### src/rtl/kqtg_pkg.sv
package kqtg_pkg;

	localparam int SINE_INDEX_BITS = 10;
	localparam int LENGTH_BITS     = 20;

	localparam int IN_LEN_BITS    = 20;
	localparam int PHASE_BITS     = 32;
	localparam int FADE_BITS      = 16;
	localparam int CFG_DATA_BITS  = 32;
	localparam int CFG_INDEX_BITS = 2;
	localparam int SAMPLE_BITS    = 16;

	localparam int CORDIC_STEPS = 18;
	localparam int STEP_BITS    = $clog2(CORDIC_STEPS);
	localparam int XY_BITS      = 34;
	localparam int Z_BITS       = 34;
	localparam int TRIG_BITS    = 32;
	localparam int ENV_BITS     = FADE_BITS + 1;
	localparam int PROD_BITS    = 48;
	localparam int SCALED_BITS  = PROD_BITS + 16;
	localparam int PCM_SHIFT    = 46;
	localparam int SUM_BITS     = (LENGTH_BITS > FADE_BITS ? LENGTH_BITS : FADE_BITS) + 1;

	localparam logic [PHASE_BITS-1:0] QUANT_MASK =
		~((PHASE_BITS'(1) << (PHASE_BITS - SINE_INDEX_BITS)) - PHASE_BITS'(1));

	localparam logic signed [XY_BITS-1:0] CORDIC_X0 = XY_BITS'(652032874);
	localparam logic signed [XY_BITS-1:0] ONE_Q30   = XY_BITS'(1) << 30;
	localparam logic [ENV_BITS-1:0]       ENV_ONE   = ENV_BITS'(1) << FADE_BITS;

	// arctangent of 2^-i in 2^-32 turns
	localparam logic signed [Z_BITS-1:0] ATAN_TURNS [CORDIC_STEPS] = '{
		Z_BITS'(536870912), Z_BITS'(316933406), Z_BITS'(167458907),
		Z_BITS'(85004756),  Z_BITS'(42667331),  Z_BITS'(21354465),
		Z_BITS'(10680862),  Z_BITS'(5340245),   Z_BITS'(2670163),
		Z_BITS'(1335087),   Z_BITS'(667544),    Z_BITS'(333772),
		Z_BITS'(166886),    Z_BITS'(83443),     Z_BITS'(41722),
		Z_BITS'(20861),     Z_BITS'(10430),     Z_BITS'(5215)
	};

	typedef enum logic {
		KIND_BEGIN = 1'b0,
		KIND_TICK  = 1'b1
	} kind_t;

	typedef enum logic [CFG_INDEX_BITS-1:0] {
		REG_PHASE_STEP   = 2'd0,
		REG_FADE_SAMPLES = 2'd1,
		REG_FADE_GAIN    = 2'd2,
		REG_SWAP_BYTES   = 2'd3
	} cfg_reg_t;

	typedef enum logic [2:0] {
		ST_IDLE,
		ST_ROT,
		ST_FIX,
		ST_ENV,
		ST_MUL,
		ST_PCM
	} ctrl_state_t;

	typedef struct packed {
		logic                 load_elem;
		logic                 start;
		logic                 rot;
		logic                 fix;
		logic                 env;
		logic                 mul;
		logic                 load_out;
		logic [STEP_BITS-1:0] step;
	} dp_cmd_t;

	typedef struct packed {
		logic active;
		logic out_free;
	} dp_status_t;

endpackage

### src/rtl/kqtg_ctrl.sv
module kqtg_ctrl (
	input  logic                clk,
	input  logic                arst_n,
	input  logic                in_valid,
	output logic                in_ready,
	input  logic                kind,
	input  kqtg_pkg::dp_status_t status,
	output kqtg_pkg::dp_cmd_t    cmd
);

	kqtg_pkg::ctrl_state_t state_q, state_nx;
	logic [kqtg_pkg::STEP_BITS-1:0] step_q, step_nx;

	always_ff @(posedge clk or negedge arst_n) begin
		if (!arst_n) begin
			state_q <= kqtg_pkg::ST_IDLE;
			step_q  <= '0;
		end else begin
			state_q <= state_nx;
			step_q  <= step_nx;
		end
	end

	always_comb begin
		state_nx = state_q;
		step_nx  = step_q;
		in_ready = 1'b0;
		cmd      = '0;
		cmd.step = step_q;
		unique case (state_q)
			kqtg_pkg::ST_IDLE: begin
				in_ready = 1'b1;
				step_nx  = '0;
				if (in_valid) begin
					if (kqtg_pkg::kind_t'(kind) == kqtg_pkg::KIND_BEGIN) begin
						cmd.load_elem = 1'b1;
					end else if (status.active) begin
						cmd.start = 1'b1;
						state_nx  = kqtg_pkg::ST_ROT;
					end
				end
			end
			kqtg_pkg::ST_ROT: begin
				cmd.rot = 1'b1;
				if (step_q == kqtg_pkg::STEP_BITS'(kqtg_pkg::CORDIC_STEPS - 1)) begin
					state_nx = kqtg_pkg::ST_FIX;
				end else begin
					step_nx = step_q + 1'b1;
				end
			end
			kqtg_pkg::ST_FIX: begin
				cmd.fix  = 1'b1;
				state_nx = kqtg_pkg::ST_ENV;
			end
			kqtg_pkg::ST_ENV: begin
				cmd.env  = 1'b1;
				state_nx = kqtg_pkg::ST_MUL;
			end
			kqtg_pkg::ST_MUL: begin
				cmd.mul  = 1'b1;
				state_nx = kqtg_pkg::ST_PCM;
			end
			kqtg_pkg::ST_PCM: begin
				// hold until the output register can take the result
				if (status.out_free) begin
					cmd.load_out = 1'b1;
					state_nx     = kqtg_pkg::ST_IDLE;
				end
			end
			default: begin
				state_nx = kqtg_pkg::ST_IDLE;
			end
		endcase
	end

endmodule

### config.mk
export PLATFORM = sky130hd
export DESIGN_NAME = kqtg_ctrl
export DESIGN_NICKNAME = d
export VERILOG_FILES = /design/src/rtl/kqtg_pkg.sv /design/src/rtl/kqtg_ctrl.sv
export SDC_FILE = /design/constraint.sdc
export NUM_CORES = 1
export LEC_CHECK = 0
export BUFFER_PORTS_ARGS = -buffer_cell sky130_fd_sc_hd__buf_2
export CORE_AREA = 10 10 47 49
export DETAILED_ROUTE_END_ITERATION = 7
export DIE_AREA = 0 0 57 59
export PLACE_DENSITY = 0.68
export SLEW_MARGIN = 20
export SYNTH_ARGS = -nofsm -noshare
export SYNTH_HDL_FRONTEND = slang
export SYNTH_SLANG_ARGS = --single-unit
export TNS_END_PERCENT = 30
### constraint.sdc
create_clock -name clk -period 2.02 [get_ports clk]
set_clock_uncertainty 0.2 [all_clocks]
set_input_delay 0.505 -clock clk [delete_from_list [all_inputs] [get_ports clk]]
set_output_delay 0.505 -clock clk [all_outputs]
set_load 0.05 [all_outputs]
; ---- Word level (Yosys, flattened, before mapping)
; Index checks and enable logic that the tools add are counted.
[op_classes]
eq_ne = 12
mux = 20
addsub = 1
reduce_logical = 4
[op_table]
columns = op, count
row1 = 3-bit one-hot mux with 6 select lines, 1
row2 = 3-bit 2-to-1 mux, 5
row3 = "2-bit != test, second input constant", 6
row4 = 1-bit 2-to-1 mux, 10
row5 = 5-bit one-hot mux with 2 select lines, 1
row6 = "3-bit by 2-bit equality test with 1-bit output, second input constant", 2
row7 = "3-bit equality test, second input constant", 2
row8 = "5-bit by 1-bit adder with 5-bit output, second input constant", 1
row9 = "5-bit equality test, second input constant", 1
row10 = 5-bit 2-to-1 mux, 1
row11 = 5-bit AND reduction, 1
row12 = 2-bit 2-to-1 mux, 2
row13 = "3-bit by 1-bit equality test with 1-bit output, second input constant", 1
row14 = 3-bit zero test, 1
row15 = 2-bit AND reduction, 1
row16 = 2-bit nonzero test, 1
[totals]
in_bits = 6
word_cells = 39
ff_bits = 8
output_inout_bits = 13

; ---- Logic depth before layout (Yosys ltp)
; Gate-level depths: netlist (run 1).
[logic_depth]
depth_word = 4
mapped_depth = 5
depth_no_buf = 5

; ---- Least setup slack after synthesis (run 1)
; OpenSTA, ideal clock, no wires.
[synth_path]
path_kind = register to output
startpoint = register state_q[0]
endpoint = output cmd[11] in the netlist's numbering
n_path_buf = 2
t_arrival_ns = 1.642
setup_slack_ns = -0.327
t_required_ns = 1.315
path_stages_with_launch = 5
cell_sequence = dfrtp_1 > buf_6 > or3_1 > buf_6 > nor3b_2
[synth_lines]
columns = element, line_no
row1 = start: declaration, kqtg_ctrl.sv:11  ; kqtg_pkg::ctrl_state_t state_q, state_nx;
row2 = start signal: assignment, kqtg_ctrl.sv:16  ; state_q <= kqtg_pkg::ST_IDLE;
row3 = start signal: assignment, kqtg_ctrl.sv:19  ; state_q <= state_nx;
row4 = end: declaration, kqtg_ctrl.sv:8  ; output kqtg_pkg::dp_cmd_t cmd

==> run summary, run 1 <==
status = finished with violations
failing checks = setup timing
layout overhead on the synthesized area = 41.7%
total gr overflow = 0
CP Capture Type = output pin
row count = 14
First-pass DRT Iterations = 4
sequential area share after synthesis = 39.2%
mux contribution to synthesized area = 9.80%
largest family of logic cells by synthesized area = simple AND/OR/NAND/NOR gates
DRC errors left = 0
DPL Wire Length = 917 µm
max-cap violations = 0
leak pwr = 0.000379 µW
Final #Nets = 83
flops & latches, synth = 8
number of fillers in the final layout = 136
Die X-Extent = 57 µm
Post-Syn Area = 510 µm²
clk slew on worst S/H paths = 0.05 ns
peak supply drop = 0.861 mV
vias in the first global route = 478
setup ws final = -0.118 ns
adder-cell share of the synthesized area = 4.90%
clock latency on the worst-skew pair = 0.25 ns
post-route ant nets = 0
initial antenna violation count = 0
post-route clock period utilization = 106%
post-route cell area = 723 µm²
power after layout = 1250 µW
setup TNS = -0.164 ns
die area = 3360 µm²
ys async rst share = 100%
Arr. time, crit path = 1.43 ns
Worst path max stage delay = 0.43 ns
CTS Root Cell = clkbuf_4
clock sink count = 8
syn avg cell area = 10.2 µm²
min Tclk post-route = 2.14 ns
worst hold path class = register to register
vias = 443
worst slack on hold paths = 0.324 ns
compound-gate portion of the synthesized area = 6.13%
initial drt markers = 2
Setup Viol. Count Final = 3
critical path type = register to output pin
Synth warnings = 0
Top FF cell, synth = dfrtp_1
pwr dens = 1730 nW/µm²
Clock Tree Buf Depth = 2
ant diodes = 0
Starting Density = 36.4%
slowest CP cell = or3_4
IO Port Bufs = 18
number of CTS-inserted buffers = 3
simple-gate share of the synthesized area = 33.1%
Die H = 59 µm
Post-synth EDFFs = 0
Post-Synthesis Net Count = 58
GP Congestion = 0.722
CTS tree = done
commonest cells after routing, fill and taps aside = buf_2 (10), nand2_1 (8), dfrtp_1 (8), buf_6 (7)
share of layout cells above drive strength 1 = 43.8%
worst slew pin tran = 0.251 ns
setup slack, reg-to-reg = 0.38 ns
Cell Area, Placed = 632 µm²
post-synthesis cell type count = 22
mean number of vias per cell = 4.98
RSZ-0062 raised after global routing = yes
CORE AREA = 1400 µm²
crit start category = register
wire per inst = 13.3 µm
GRT Total Usage = 8.05%
worst-path fanout max = 4
Critical Path RT = 1.31 ns
WL final = 1190 µm
Post-Syn Instances = 50
commonest non-fill, non-tap cell in the layout = buf_2
Slew HR = 83.3%
final hold violations = 0
Synth Area in XOR/XNOR = 0%
worst path cell trace = or3_4 -> nor3b_4 -> buf_6
Slew Limit Fails = 0
fmax = 468 MHz
Ports = 19
Max H-tree Level = 1
first-pass GRT wire length = 2080 µm
pin count of the biggest net entering global routing = 10
==> critical path: cells and delay by family (launching register included) <==
kind                   cells  cell delay, ns
DFF                        1            0.38
and+or+nand+nor            2            0.63
buffers and inverters      1            0.18
==> synthesized netlist by cell type (all sizes together) (2+ instances only) <==
cell type / count / area share, %
nand2: 8 / 5.9
nor3b: 2 / 6.1
ha: 2 / 4.9
nand4: 2 / 2.5
nand2b: 2 / 2.5
a21oi: 2 / 2.0
mux2i: 5 / 9.8
inv: 2 / 1.5
nor2: 4 / 2.9
dfrtp: 8 / 39
nand3: 2 / 2.0
buf: 2 / 4.4
==> flip-flops by register name, indices dropped and copies added, names as in the netlist <==
| signal | flops |
|---|---|
| state_q | 3 |
| step_q | 5 |
==> final cells by class <==
type / count / area (µm²) / area share (%)
multi-input cells: 37 / 297 / 41.0
flip-flops and latches: 8 / 200 / 27.7
repair buffers: 23 / 176 / 24.4
clock buffers: 3 / 22.5 / 3.11
well taps: 16 / 20.0 / 2.77
inverters: 2 / 7.51 / 1.04
==> layer usage <==
metal	up-vias	global-route usage (%)	share of wire (%)
li1	220	-	-
met1	203	7.64	42
met2	18	11.8	45
met3	2	4.72	11
met4	0	8.05	2.3
met5	-	0	0
==> cells by family after synthesis <==
family,Yosys count
AO/OA/AOI/OAI,5
multiplexers,5
flip-flops,8
adder cells (fa/ha/maj),2
buffers and inverters,5
AND/OR/NAND/NOR,25
==> worst paths after layout <==
check / cells past startpoint / to / start
max: 3 / cmd[11] / state_q[0]$_DFFE_PN0P_
max in group asynchronous: 2 / state_q[1]$_DFFE_PN0P_ / arst_n
min reg2reg: 1 / step_q[3]$_DFFE_PN0P_ / step_q[3]$_DFFE_PN0P_
min: 1 / step_q[3]$_DFFE_PN0P_ / step_q[3]$_DFFE_PN0P_
min in group asynchronous: 2 / step_q[0]$_DFFE_PN0P_ / arst_n
max reg2reg: 5 / state_q[1]$_DFFE_PN0P_ / step_q[1]$_DFFE_PN0P_
==> repair_timing <==
action	CTS	global route
endpoints found under the setup margin	6	8
resized for setup	10	9
pin swaps	0	2
hold buffers	1	0
buffers inserted	0	0
hold endpoints to repair	8	0
==> metrics by stage <==
step	setup WS [ns]	util, %	instances
6_report	-0.118	51.6	89
5_1_grt	-0.173	51.6	89
3_3_place_gp	0.0347	45.1	85
4_1_cts	-0.125	49.6	89
3_5_place_dp	0.00628	45.1	85
2_1_floorplan	-0.136	-	50
==> power breakdown <==
part / switching, µW / total, µW / internal, µW / leakage, µW
sequential: 75.2 / 304 / 229 / 0.0000994
combinational: 520 / 824 / 303 / 0.000265
clock: 51.9 / 120 / 67.8 / 0.0000138
total: 648 / 1250 / 600 / 0.000379
No activity file was read; power rests on OpenSTA's default activity.
==> inputs of run 2 (changes only) <==
Settings changed: ABC_AREA set to 1, PLACE_DENSITY 0.68 to 0.7.
==> run 2 against run 1 <==
  * The flow now finishes without violations
  * Routed wire length is 13% higher
  * Clock power fell by 3%
  * Final cell count grew 25%
  * Flip-flop and latch count stayed put
  * Synthesized cell count up 44%
  * Largest power group unchanged
==> run summary, run 2 <==
most frequent cell after synthesis = nand2_1
Final #Nets = 105 (+27%)
clock sink count = 8 (unchanged)
GP Congestion = 0.774 (+7.2%)
first-pass GRT wire length = 2260 µm (+8.6%)
worst slack on hold paths = 0.385 ns (+0.0617 ns)
Die X-Extent = 57 µm (unchanged)
CORE AREA = 1400 µm² (unchanged)
Bufs and invs on worst path = 2 (+1)
clk slew on worst S/H paths = 0.05 ns (about the same)
CTS tree = done
FF+latch area = 203 µm² (+1.2%)
ys async rst share = 100% (unchanged)
leading area contributor after synthesis = dfrtp_1
Reg with most FFs = step_q
max reg flops = 5 (unchanged)
worst-path fanout max = 6 (+2)
Clock Tree Buf Depth = 2 (unchanged)
Top delay family on crit path = flip-flops
initial antenna violation count = 0 (unchanged)
number of fillers in the final layout = 142 (+4.4%)
hold_sp = step_q[4]$_DFFE_PN0P_
Post-synth top cells = nand2_1 (15), dfrtp_1 (8), inv_1 (8)
worst hold path class = register to register
Synth warnings = 0 (unchanged)
share of layout cells above drive strength 1 = 42.1% (-1.7 points)
R2R Path End = state_q[0]$_DFFE_PN0P_
post-route ant nets = 0 (unchanged)
die area = 3360 µm² (unchanged)
biggest regs = step_q (5), state_q (3)
number of CTS-inserted buffers = 3 (unchanged)
total gr overflow = 0 (unchanged)
ant diodes = 0 (unchanged)
final hold violations = 0 (unchanged)
DRC errors left = 0 (unchanged)
post-CTS setup buffers = 0 (unchanged)
DPL Wire Length = 1060 µm (+16%)
setup slack, reg-to-reg = 0.50 ns (+0.12 ns)
Post-synth EDFFs = 0 (unchanged)
max-cap violations = 0 (unchanged)
R2R cell count = 9 (+4)
Slew Limit Fails = 0 (unchanged)
Critical Path RT = 1.31 ns (about the same)
area occupied by multi-input gates = 318 µm² (+7.2%)
Cell Area, Placed = 661 µm² (+4.6%)
Post-Synthesis Net Count = 80 (+38%)
CP dominant cell by count = buf_4
leak pwr = 0.000395 µW (+4.3%)
Ports = 19 (unchanged)
layout overhead on the synthesized area = 38.8%
Worst R2R Start = step_q[0]$_DFFE_PN0P_
flops & latches, synth = 8 (unchanged)
post-route cell area = 743 µm² (+2.8%)
clock latency on the worst-skew pair = 0.25 ns (about the same)
Max H-tree Level = 1 (unchanged)
vias in the first global route = 546 (+14%)
sequential area share after synthesis = 37.4% (-1.8 points)
post-route clock period utilization = 96.7% (-9.1 points)
status = completed
wire per inst = 12.1 µm (-9.3%)
mean number of vias per cell = 4.89 (-1.7%)
Post-Syn Instances = 72 (+44%)
Top FF cell, synth = dfrtp_1
Slew HR = 82.7% (-0.55 points)
worst slew pin tran = 0.261 ns (+0.0104 ns)
slowest CP cell = dfrtp_1
Die H = 59 µm (unchanged)
Post-Syn Area = 536 µm² (+4.9%)
WL final = 1340 µm (+13%)
synth top area cells = dfrtp_1 (37%), nand2_1 (11%), nand3_1 (6.5%)
DP Worst Slack = 0.154 ns (+0.148 ns)
Worst path max stage delay = 0.41 ns (-0.02 ns)
peak supply drop = 0.813 mV (-5.6%)
critical path type = register to output pin
pin count of the biggest net entering global routing = 9 (-1)
crit start category = register
Yosys top cell area share = 37.4% (-1.8 points)
worst path cell trace = buf_4 -> nor3_2 -> buf_4
row count = 14 (unchanged)
CTS Root Cell = clkbuf_4
IO Port Bufs = 18 (unchanged)
setup ws final = 0.0661 ns (+0.184 ns)
GRT Total Usage = 8.14% (+0.087 points)
post-synthesis cell type count = 19 (-14%)
commonest non-fill, non-tap cell in the layout = nand2_1
First-pass DRT Iterations = 3 (-1)
vias = 543 (+23%)
initial drt markers = 1 (-1)
syn avg cell area = 7.44 µm² (-27%)
min Tclk post-route = 1.95 ns (-0.184 ns)
Arr. time, crit path = 1.25 ns (-0.18 ns)
power after layout = 1300 µW (+4.0%)
CP Capture Type = output pin
Worst Hold Depth = 2 (+1)
pwr dens = 1750 nW/µm² (+1.2%)
fmax = 512 MHz (+9.4%)
commonest cells after routing, fill and taps aside = nand2_1 (15), buf_2 (11), inv_1 (7), nand3_1 (7), buf_4 (7)
Starting Density = 38.2% (+1.8 points)
Setup Viol. Count Final = 0 (-3)
WHS Endpoint = step_q[4]$_DFFE_PN0P_
[run 2: area by class of cell]
| type | instances | area share, % |
|---|---|---|
| Tap cell | 16 | 2.69 |
| Sequential cell | 8 | 27.3 |
| Clock buffer | 3 | 3.03 |
| Inverter | 10 | 5.39 |
| Multi-Input combinational cell | 53 | 42.8 |
| Timing Repair Buffer | 21 | 18.9 |
[run 2: repair_timing]
item | in CTS | in global routing
setup endpoints to repair | 6 | 6
endpoints found under the hold margin | 8 | 0
pin swaps | 0 | 1
hold buffers | 1 | 0
cloned | 0 | 0
resized for setup | 7 | 13
[run 2: logic make-up (layout without fill, tap and decap cells)]
kind of cell,count (synthesis),in the layout,synth area share (%)
AND/OR/NAND/NOR,43,43,40.9
AO/OA/AOI/OAI,7,7,7.48
flip-flops,8,8,37.4
XOR/XNOR,1,1,1.64
adder cells (fa/ha/maj),2,2,4.67
buffers and inverters,11,34,7.94
[run 2: worst max-delay path by stage]
stage | from | to | slack [ns] | depth (start not counted)
6_report | state_q[0]$_DFFE_PN0P_ | cmd[8] | 0.07 | 3
5_1_grt | state_q[0]$_DFFE_PN0P_ | cmd[8] | -0.01 | 3
4_1_cts | state_q[0]$_DFFE_PN0P_ | cmd[6] | -0.00003 | 3
3_5_place_dp | state_q[1]$_DFFE_PN0P_ | cmd[10] | 0.15 | 4
3_3_place_gp | state_q[1]$_DFFE_PN0P_ | cmd[10] | 0.17 | 4
2_1_floorplan | state_q[2]$_DFFE_PN0P_ | cmd[6] | -0.33 | 2
[run 2: stage by stage]
step	utilization, %	TNS (ns)	cells
finish	53.0	0	111
global route	53.0	-0.0138	111
CTS	50.6	-0.0000294	111
detailed placement	47.1	0	107
global placement	47.1	0	107
floorplan	-	-1.30	72
[run 2: where the power goes]
part	leakage (µW)	switching (µW)	internal [µW]	total, µW
registers	0.000103	90.4	216	306
clock network	0.0000138	48.6	67.6	116
logic	0.000278	609	266	875
total	0.000395	748	550	1300
[run 2: per-layer routing]
layer  up-vias  wire length (µm)  track usage, %
li1        283                 -               -
met1       248               600            8.48
met2        12               663            13.8
met3         0                76            4.72
met4         0                 0            2.01
met5         -                 0               0
[run 2: worst reg2reg max path: stages, from the launching register on]
cell,delay (ns)
dfrtp_1,0.45
ha_1,0.23
nand2_1,0.05
inv_1,0.03
nand2_1,0.12
nand2_4,0.10
nand2_2,0.08
nor2_1,0.04
nand2_1,0.05
nand2_1,0.05
